$ cat src/design/sqhdf_pkg.sv
package sqhdf_pkg;

	localparam int TABLE_ENTRIES  = 16;
	localparam int SEQUENCE_CYCLE = 60000;

	localparam int ADDR_W   = 32;
	localparam int SEQ_W    = 16;
	localparam int TIME_W   = 32;
	localparam int PURGE_W  = 5;
	localparam int IDX_W    = (TABLE_ENTRIES > 1) ? $clog2(TABLE_ENTRIES) : 1;
	localparam int MEM_W    = ADDR_W + SEQ_W + TIME_W;
	localparam int S_DATA_W = ((ADDR_W + SEQ_W + TIME_W + 7) / 8) * 8;
	localparam int M_DATA_W = ((2 + PURGE_W + 7) / 8) * 8;

	localparam logic [TIME_W-1:0] HOLD_TIME_RESET = TIME_W'(30000);
	localparam logic [SEQ_W-1:0]  SEQ_CYCLE       = SEQ_W'(SEQUENCE_CYCLE);

	localparam logic OP_MESSAGE = 1'b0;
	localparam logic OP_TICK    = 1'b1;

	typedef enum logic [1:0] {
		ST_IDLE,
		ST_SCAN,
		ST_DRAIN,
		ST_FINISH
	} state_t;

	function automatic logic stored_is_newer(input logic [SEQ_W-1:0] s, input logic [SEQ_W-1:0] n);
		logic [SEQ_W-1:0] d_sn;
		logic [SEQ_W-1:0] d_ns;
		d_sn = s - n;
		d_ns = n - s;
		return ((s > n) && (d_sn < SEQ_CYCLE)) || ((s < n) && (d_ns > SEQ_CYCLE));
	endfunction

endpackage

$ cat src/design/seq_history_duplicate_filter_core.sv
// Channel   Dir  Payload
// s_*       in   tuser: opcode; tdata: originator_address, sequence_number, current_time
// m_*       out  tdata: discard, table_full, purged_count
// cfg_*     in   cfg_wdata: hold_time
//
// Each item is scanned in ST_SCAN, which reads one table entry per cycle from the
// single-port entry memory; ST_DRAIN drains the last read and ST_FINISH writes back.
// A new item is accepted while the previous result waits on m_tvalid.
// The write-back stalls only while the output register still holds an untaken result.
// arst_n clears valid bits, control state and hold_time (30000); the entry memory
// itself has no reset and is never read through an invalid entry.
module seq_history_duplicate_filter_core (
	input  logic                           clk,
	input  logic                           arst_n,
	input  logic                           s_tvalid,
	output logic                           s_tready,
	// [31:0] originator_address, [47:32] sequence_number, [79:48] current_time
	input  logic [sqhdf_pkg::S_DATA_W-1:0] s_tdata,
	// [0] opcode
	input  logic                           s_tuser,
	output logic                           m_tvalid,
	input  logic                           m_tready,
	// [0] discard, [1] table_full, [6:2] purged_count, [7] zero
	output logic [sqhdf_pkg::M_DATA_W-1:0] m_tdata,
	input  logic                           cfg_we,
	input  logic [sqhdf_pkg::TIME_W-1:0]   cfg_wdata
);
	import sqhdf_pkg::*;

	state_t state_q, state_d;

	logic [TIME_W-1:0]        hold_time_q;
	logic [TABLE_ENTRIES-1:0] valid_q;

	logic              op_q;
	logic [ADDR_W-1:0] addr_q;
	logic [SEQ_W-1:0]  seq_q;
	logic [TIME_W-1:0] now_q;

	logic [IDX_W-1:0] rd_idx_q;
	logic             cmp_vld_s1;
	logic [IDX_W-1:0] cmp_idx_s1;
	logic [MEM_W-1:0] rdata_s1;

	logic             hit_q;
	logic [IDX_W-1:0] hit_idx_q;
	logic [SEQ_W-1:0] hit_seq_q;
	logic             free_q;
	logic [IDX_W-1:0] free_idx_q;
	logic [PURGE_W-1:0] purged_q;

	logic                m_tvalid_q;
	logic [M_DATA_W-1:0] m_tdata_q;

	logic [MEM_W-1:0] mem [TABLE_ENTRIES];

	logic              accept;
	logic              finish;
	logic              last_rd;
	logic [ADDR_W-1:0] e_addr;
	logic [SEQ_W-1:0]  e_seq;
	logic [TIME_W-1:0] e_expiry;
	logic [TIME_W-1:0] new_expiry;
	logic              newer;
	logic              res_discard;
	logic              res_full;
	logic              do_update;
	logic              do_insert;

	assign e_addr     = rdata_s1[ADDR_W-1:0];
	assign e_seq      = rdata_s1[ADDR_W +: SEQ_W];
	assign e_expiry   = rdata_s1[ADDR_W+SEQ_W +: TIME_W];
	assign new_expiry = now_q + hold_time_q;
	assign newer      = stored_is_newer(hit_seq_q, seq_q);
	assign last_rd    = (rd_idx_q == IDX_W'(TABLE_ENTRIES - 1));

	always_comb begin
		state_d  = state_q;
		s_tready = 1'b0;
		finish   = 1'b0;
		case (state_q)
			ST_IDLE: begin
				s_tready = 1'b1;
				if (s_tvalid) begin
					state_d = ST_SCAN;
				end
			end
			ST_SCAN: begin
				if (last_rd) begin
					state_d = ST_DRAIN;
				end
			end
			ST_DRAIN: begin
				state_d = ST_FINISH;
			end
			ST_FINISH: begin
				if (!m_tvalid_q || m_tready) begin
					finish  = 1'b1;
					state_d = ST_IDLE;
				end
			end
			default: begin
				state_d = ST_IDLE;
			end
		endcase
	end

	assign accept = s_tvalid && s_tready;

	always_comb begin
		res_discard = 1'b0;
		res_full    = 1'b0;
		do_update   = 1'b0;
		do_insert   = 1'b0;
		if (op_q == OP_MESSAGE) begin
			if (hit_q && newer) begin
				res_discard = 1'b1;
			end else if (hit_q) begin
				do_update = (hit_seq_q != seq_q);
			end else if (free_q) begin
				do_insert = 1'b1;
			end else begin
				res_full = 1'b1;
			end
		end
	end

	always_ff @(posedge clk or negedge arst_n) begin
		if (!arst_n) begin
			state_q <= ST_IDLE;
		end else begin
			state_q <= state_d;
		end
	end

	always_ff @(posedge clk or negedge arst_n) begin
		if (!arst_n) begin
			hold_time_q <= HOLD_TIME_RESET;
		end else if (cfg_we) begin
			hold_time_q <= cfg_wdata;
		end
	end

	always_ff @(posedge clk) begin
		if (accept) begin
			op_q   <= s_tuser;
			addr_q <= s_tdata[ADDR_W-1:0];
			seq_q  <= s_tdata[ADDR_W +: SEQ_W];
			now_q  <= s_tdata[ADDR_W+SEQ_W +: TIME_W];
		end
	end

	always_ff @(posedge clk or negedge arst_n) begin
		if (!arst_n) begin
			rd_idx_q   <= '0;
			cmp_vld_s1 <= 1'b0;
			cmp_idx_s1 <= '0;
		end else begin
			cmp_vld_s1 <= (state_q == ST_SCAN);
			cmp_idx_s1 <= rd_idx_q;
			if (accept) begin
				rd_idx_q <= '0;
			end else if (state_q == ST_SCAN) begin
				rd_idx_q <= rd_idx_q + IDX_W'(1);
			end
		end
	end

	always_ff @(posedge clk) begin
		if (finish && do_update) begin
			mem[hit_idx_q] <= {new_expiry, seq_q, addr_q};
		end else if (finish && do_insert) begin
			mem[free_idx_q] <= {new_expiry, seq_q, addr_q};
		end
	end

	always_ff @(posedge clk) begin
		if (state_q == ST_SCAN) begin
			rdata_s1 <= mem[rd_idx_q];
		end
	end

	always_ff @(posedge clk or negedge arst_n) begin
		if (!arst_n) begin
			valid_q    <= '0;
			hit_q      <= 1'b0;
			hit_idx_q  <= '0;
			hit_seq_q  <= '0;
			free_q     <= 1'b0;
			free_idx_q <= '0;
			purged_q   <= '0;
		end else if (accept) begin
			hit_q    <= 1'b0;
			free_q   <= 1'b0;
			purged_q <= '0;
		end else if (cmp_vld_s1) begin
			if (op_q == OP_TICK) begin
				if (valid_q[cmp_idx_s1] && (e_expiry < now_q)) begin
					valid_q[cmp_idx_s1] <= 1'b0;
					if (purged_q != '1) begin
						purged_q <= purged_q + PURGE_W'(1);
					end
				end
			end else if (valid_q[cmp_idx_s1]) begin
				if (!hit_q && (e_addr == addr_q)) begin
					hit_q     <= 1'b1;
					hit_idx_q <= cmp_idx_s1;
					hit_seq_q <= e_seq;
				end
			end else if (!free_q) begin
				free_q     <= 1'b1;
				free_idx_q <= cmp_idx_s1;
			end
		end else if (finish && do_insert) begin
			valid_q[free_idx_q] <= 1'b1;
		end
	end

	always_ff @(posedge clk or negedge arst_n) begin
		if (!arst_n) begin
			m_tvalid_q <= 1'b0;
		end else if (finish) begin
			m_tvalid_q <= 1'b1;
		end else if (m_tready) begin
			m_tvalid_q <= 1'b0;
		end
	end

	always_ff @(posedge clk) begin
		if (finish) begin
			m_tdata_q <= M_DATA_W'({purged_q, res_full, res_discard});
		end
	end

	assign m_tvalid = m_tvalid_q;
	assign m_tdata  = m_tdata_q;

endmodule
$ cat config.mk
export PLATFORM = sky130hd
export DESIGN_NAME = seq_history_duplicate_filter_core
export DESIGN_NICKNAME = d
export VERILOG_FILES = /design/src/design/sqhdf_pkg.sv /design/src/design/seq_history_duplicate_filter_core.sv
export SDC_FILE = /design/constraint.sdc
export NUM_CORES = 2
export LEC_CHECK = 0
export ABC_CLOCK_PERIOD_IN_PS = 8250
export BUFFER_PORTS_ARGS = -buffer_cell sky130_fd_sc_hd__clkbuf_2
export CORE_ASPECT_RATIO = 2
export CORE_UTILIZATION = 42
export DETAILED_ROUTE_END_ITERATION = 16
export PLACE_DENSITY = 0.59
export SLEW_MARGIN = 30
export SYNTH_ARGS = -nofsm -noshare
export SYNTH_HDL_FRONTEND = slang
export SYNTH_SLANG_ARGS = --single-unit
export TNS_END_PERCENT = 30
$ cat constraint.sdc
create_clock -name clk -period 8.25 [get_ports clk]
set_input_delay 1.65 -clock clk [delete_from_list [all_inputs] [get_ports clk]]
set_output_delay 1.65 -clock clk [all_outputs]
set_load 0.005 [all_outputs]
=== Word level (Yosys, flattened, before mapping) ===
Memory sizes are Yosys's and may differ from the RTL's. A register that Yosys moved wholly into a read port is not among the register bits.
Index checks and enable logic that the tools add are counted.

* RAM bits: 1280
* Input bits: 118
* Output and inout port bits: 10
* Register bits after elaboration: 179
* Logic and storage cells: 141
* ROM bits: 0
* Memories: 1
* Latch bits: 0

{| class="wikitable"
|+ Memory list
! name !! words !! width !! read ports !! clocked after Yosys merged registers in !! write ports !! RTL line !! source
|-
| mem || 16 || 80 || 1 || 1 || 1 || seq_history_duplicate_filter_core.sv:55 || <nowiki>logic [MEM_W-1:0] mem [TABLE_ENTRIES];</nowiki>
|}

* Shifts and indexed selects: 0
* $add $sub $neg: 5
* Bitwise gates (word level): 7
* Muxes and demuxes: 52
* Reductions and logical operators: 33
* Div/mod/pow operators: 0
* Eq/ne operators: 14
* Order comparisons: 9
* $mul: 0

{| class="wikitable"
|+ Operators by type and width
! operator !! count
|-
| 80-bit two-way mux || 1
|-
| 80-bit OR reduction || 1
|-
| 16-bit two-way mux || 4
|-
| 32-bit adder || 1
|-
| 32-bit equality test || 1
|-
| 32-bit less-than comparator || 1
|-
| 1-bit two-way mux || 32
|-
| 16-bit subtractor || 2
|-
| 5-bit two-way mux || 5
|-
| 2-bit nonzero test || 9
|-
| 16-bit bitwise AND || 1
|-
| 16-bit greater-than comparator || 1
|-
| 16-bit greater-than comparator, second input constant || 1
|-
| 16-bit less-than comparator || 1
|-
| 16-bit less-than comparator, second input constant || 1
|-
| 16-bit != test || 1
|-
| 16-bit inverter || 1
|-
| 16-bit bitwise OR || 1
|-
| 4-bit two-way mux || 3
|-
| 4-bit AND reduction || 3
|-
| 1-bit logical AND || 10
|-
| 4-bit by 5-bit less-than comparator with 1-bit output, second input constant || 2
|-
| 2-bit != test, second input constant || 5
|-
| 5-bit AND reduction || 2
|-
| 18 further kinds || 30
|}

=== Logic depth before layout (Yosys ltp) ===
* Depth after elaboration: 13
* Depth in mapped cells: 12
* Depth with buffers taken out: 12

=== Worst setup path after synthesis ===
OpenSTA, ideal clock, no wires.

* Path type: register to register
* Start point: register seq_q[8]
* End point: memory mem[0][0] in the netlist's numbering, enable pin
* Library setup time: 545 ps
* Path buffers: 1
* Arrival time: 6713 ps
* Required time: 7705 ps
* Slack: 992 ps
* Stages on the path, launching flop included: 13
* Period minus slack after synthesis: 7258 ps
* Cell sequence: edfxtp_1 inv_1 ha_1 buf_2 a21oi_1 o21ai_0 a2111oi_0 o22ai_1 xnor2_1 or3_1 o211ai_2 nand3_1 a21oi_1

* Cells in the longest elaborated chain, start to end: 13
* Elaborated cells on any way between the ends: 26
* Those cells by class: 2 x add/sub; 4 x order compare; 1 x eq/ne; 12 x mux; 7 x reduce/logical

{| class="wikitable"
|+ RTL lines
! item !! RTL line !! source
|-
| from (decl) || seq_history_duplicate_filter_core.sv:37 || <nowiki>logic [SEQ_W-1:0] seq_q;</nowiki>
|-
| from (signal assigned) || seq_history_duplicate_filter_core.sv:148 || <nowiki>seq_q <= s_tdata[ADDR_W +: SEQ_W];</nowiki>
|-
| 16-bit subtractor (on tied branches) || sqhdf_pkg.sv:31, sqhdf_pkg.sv:32 ||
|-
| 16-bit less-than comparator or 16-bit greater-than comparator (tied branches) || sqhdf_pkg.sv:33 || <nowiki>return ((s > n) && (d_sn < SEQ_CYCLE)) || ((s < n) && (d_ns > SEQ_CYCLE));</nowiki>
|-
| 1-bit logical AND || sqhdf_pkg.sv:33 ||
|-
| 1-bit logical OR || sqhdf_pkg.sv:33 ||
|-
| 1-bit logical AND || seq_history_duplicate_filter_core.sv:116 || <nowiki>if (hit_q && newer) begin</nowiki>
|-
| 1-bit two-way mux || seq_history_duplicate_filter_core.sv:116 ||
|-
| 1-bit two-way mux || seq_history_duplicate_filter_core.sv:115 || <nowiki>if (op_q == OP_MESSAGE) begin</nowiki>
|-
| 1-bit logical AND || seq_history_duplicate_filter_core.sv:172 || <nowiki>end else if (finish && do_insert) begin</nowiki>
|-
| 1-bit two-way mux || seq_history_duplicate_filter_core.sv:172 ||
|-
| 1-bit two-way mux || seq_history_duplicate_filter_core.sv:170 || <nowiki>if (finish && do_update) begin</nowiki>
|-
| 1-bit two-way mux (not written as such) || seq_history_duplicate_filter_core.sv:173 || <nowiki>mem[free_idx_q] <= {new_expiry, seq_q, addr_q};</nowiki>
|-
| 80-bit OR reduction (no source line) || n/a ||
|-
| 4-bit two-way mux (no source line) or 1-bit two-way mux (tied branches) || n/a ||
|-
| to (decl) || seq_history_duplicate_filter_core.sv:55 ||
|}

Parallel ways exist; a longest one is shown, timed or not.

=== Worst setup path after layout ===
* Start point: register seq_q[6]
* End point: memory mem[11][49] in the netlist's numbering, enable pin

Same word-level chain as after synthesis.

==> summary.txt <==
Outcome - complete, no violations
Tot GR Track Use - 20.4%
Reg2Reg Depth - 12
Post-layout min period - 5.72 ns
Vias in the first global route - 31400
Internal power - 15.5 mW
First-pass GRT wire length - 217000 µm
Reg area - 45800 µm²
Worst path depth - 12
Synth unique cells - 70
Type of origin of the critical path - register
Crit path max-delay family - compound AO/OA/AOI/OAI gates
Max-slew violation count - 0
Vias - 29100
Cell Area, Synth - 61200 µm²
CTS tree - done
Post-CTS Setup Repair Bufs - 0
Synth-to-layout area growth - 13.6%
Clk buf depth - 4
Final period utilization - 69.3%
Worst path cell trace - inv_1 > ha_1 > a21oi_1 > o21ai_0 > a2111oi_0 > o22ai_1 > xnor2_1 > or3_1 > o211ai_2 > nand3_1 > a21oi_4 > buf_4
Worst hold start - rdata_s1[37]$_DFFE_PP_
Initial Utilization - 42.4%
Tightest Hold Check Type - reg -> reg
DRC Markers - 0
Die Footprint - 147000 µm²
Slowest stage delay, CP - 0.72 ns
Flop pwr share - 47.2%
Die Y - 542 µm
Post-route ant nets - 0
YS warnings - 0
Sequential area share after synthesis - 74.8%
CP max-delay cell - edfxtp_1
Seq cells post-synth - 1539
Crit path max fanout - 42
Setup TNS Final - 0 ns
Fin nets - 3339
Die Width - 272 µm
Initial detailed-routing violation count - 2278
Post-Synthesis Cells - 2883
P per Cell Area - 308 nW/µm²
Fin cells - 5113
Fillcell total - 11700
Row count - 197
Num CTS Buffers - 145
Net Sw Frac - 27.7%
Static Leakage - 22.6 nW
Vias per inst - 5.70
Syn nets - 3102
Nature of the critical path endpoint - register
MaxCap Viol Count - 0
Area occupied by multi-input gates - 15000 µm²
Fraction of power consumed by the clock network - 30.3%
Hold-fix buffers at CTS - 0
Critical Path Start - seq_q[6]$_DFFE_PP_
TritonRoute pass-1 iters - 7
Setup WS pre-CTS - 2.60 ns
Syn_area_per_cell - 21.2 µm²
Reg-to-Reg Start - seq_q[6]$_DFFE_PP_
Net Switching - 5.94 mW
I/O pin count - 128
CTS H-tree lvls - 4
HPWL Detailed - 88700 µm
CORE AREA - 144000 µm²
WP data required - 8.64 ns
Hold slack - 0.482 ns
# placed instances - 4859
Clock root buffer master - clkbuf_16
RSZ-0062 raised after global routing - false
Setup ws final - 2.53 ns
Clock Skews - 0.0601 ns
Final WL - 148000 µm
Worst Tran Pin Value - 0.993 ns
Reg clk slew, reported paths - 0.07 ns
Maximum VDD drop - 0.223 mV
Number of gates resized after CTS - 0
Initial antenna violation count - 4
Worst setup path category - reg -> reg
Fmax - 175 MHz
Max-slew headroom - 33.8%
Largest net degree at the start of global routing - 127
Number of port buffers - 126
Top_reg_cell synth - edfxtp_1
Comb power frac - 22.5%
Hold Crit Depth - 1
Share of layout cells above drive strength 1 - 28.5%
Clock latency on the worst-skew pair - 0.78 ns
GP Congestion - 0.872
Async S/R FF share, synth - 5.91%
Buf/Inv on CP - 2
Post-synth EDFFs - 1448
Endpoints failing setup - 0
Hold Violations, Final - 0
GR Overflow Total - 0
WL/cell - 29.0 µm
Worst path arrival time - 6.11 ns
CTS Sinks - 1539
==> cell type report <==
| class | count | area share [%] |
|---|---|---|
| tap | 1890 | 3.40 |
| clock buffer | 180 | 5.53 |
| timing repair buffer | 206 | 2.28 |
| inverter | 87 | 0.477 |
| clock inverter | 67 | 0.902 |
| antenna | 3 | 0.0108 |
| multi-input combinational | 1141 | 21.5 |
| sequential | 1539 | 65.9 |
==> worst reg2reg max path: cells and delay by family, from the launching register on <==
kind / cells / cell delay [ns]
AOI/OAI and AO/OA: 6 / 2.25
xor gates and xnor gates: 1 / 0.15
and+or+nand+nor: 2 / 0.80
buffers and inverters: 2 / 0.82
DFF: 1 / 0.72
adders and majority gates: 1 / 0.45
==> cell usage after synthesis (5+ instances only) <==
library cell     n  area (µm²)
ha_1           100        1250
nand2b_1        13        81.3
a211oi_1        11        82.6
xnor2_1         47         412
nand3_1         25         125
nor3_1          17        85.1
a31oi_1         18         113
edfxtp_1      1448       43500
or2_2            6        37.5
dfstp_2          7         184
dfrtp_1         84        2100
a211o_1          5        43.8
nand2_1         51         191
buf_2            8        40.0
and2_1           6        37.5
and3_1          15        93.8
a21o_1          40         300
o21ai_0         50         250
a21oi_1         89         445
buf_1           26        97.6
nand4_1         12        75.1
nor2b_1         12        75.1
inv_1           87         327
nor2_1          44         165
nor4_1          10        62.6
o211ai_1         8        60.1
xor2_1          32         280
o21bai_1         6        45.0
mux4_2         402        9050
mux2_2          55         619
or3_1            6        37.5
clkbuf_1        79         297
==> cell usage in the layout (no fill, tap or decap), types with 10 or more instances in the layout <==
| cell type | n |
|---|---|
| edfxtp_1 | 1448 |
| xnor2_1 | 38 |
| nand3_1 | 25 |
| a21oi_4 | 16 |
| nor3_1 | 17 |
| nor2_1 | 44 |
| ha_1 | 99 |
| inv_1 | 86 |
| xor2_1 | 26 |
| nor2b_1 | 12 |
| buf_4 | 55 |
| a21oi_1 | 73 |
| clkinv_1 | 24 |
| nand4_1 | 12 |
| nand2b_1 | 13 |
| clkbuf_1 | 30 |
| bufinv_16 | 11 |
| a31oi_1 | 14 |
| mux2_2 | 55 |
| clkbuf_2 | 125 |
| buf_12 | 15 |
| a21o_1 | 40 |
| dfrtp_1 | 80 |
| clkbuf_16 | 148 |
| and3_1 | 15 |
| a211oi_1 | 11 |
| o21ai_0 | 49 |
| nand2_1 | 51 |
| nor4_1 | 10 |
| mux4_2 | 402 |
| clkinv_2 | 23 |
==> final timing paths <==
path / end / slack (ns)
max: mem[11][49]$_DFFE_PP_ / 2.53
min: hit_seq_q[5]$_DFFE_PN0P_ / 0.48
max reg2reg: mem[11][49]$_DFFE_PP_ / 2.53
min reg2reg: hit_seq_q[5]$_DFFE_PN0P_ / 0.48
max in group asynchronous: rd_idx_q[2]$_DFFE_PN0P_ / 6.28
min in group asynchronous: rd_idx_q[3]$_DFFE_PN0P_ / 0.82
==> power by group through the flow <==
stage	logic, mW	clock network [mW]	registers [mW]
finish	4.83	6.49	10.1
global route	5.18	6.89	10.2
CTS	4.86	6.65	10.1
detailed placement	4.85	0	10.3
global placement	4.62	0	10.3
floorplan	3.32	0	10.0
==> per-layer routing <==
metal  part of all wire, %  global-route usage, %
met5                0.0088                      0
met4                   3.1                   6.73
met2                    56                   38.4
met3                   3.7                   2.11
met1                    37                   24.0
==> registers in the layout, indices dropped and copies added (netlist names), 7 cells and up <==
| name | flops |
|---|---|
| now_q | 32 |
| hold_time_q | 32 |
| mem | 1280 |
| m_tdata | 7 |
| addr_q | 32 |
| seq_q | 16 |
| rdata_s1 | 80 |
| valid_q | 16 |
| hit_seq_q | 16 |
==> cells by family after synthesis <==
family	Yosys count	share of synthesized area [%]
XOR/XNOR	79	1.13
other	1	0.00613
multiplexers	464	16.0
flip-flops	1539	74.8
AO/OA/AOI/OAI	269	2.83
AND/OR/NAND/NOR	227	1.87
adder cells (fa/ha/maj)	101	2.08
buffers and inverters	203	1.29
==> stage by stage <==
stage | instance area, µm² | total power, mW | util, %
after floorplan | 61200 | 13.4 | -
after global routing | 69500 | 22.2 | 48.2
after global placement | 64600 | 15.0 | 44.8
after detailed placement | 64900 | 15.2 | 45.0
after CTS | 69400 | 21.7 | 48.1
final | 69500 | 21.4 | 48.2
Note: power is estimated with default switching activity, not from simulation.
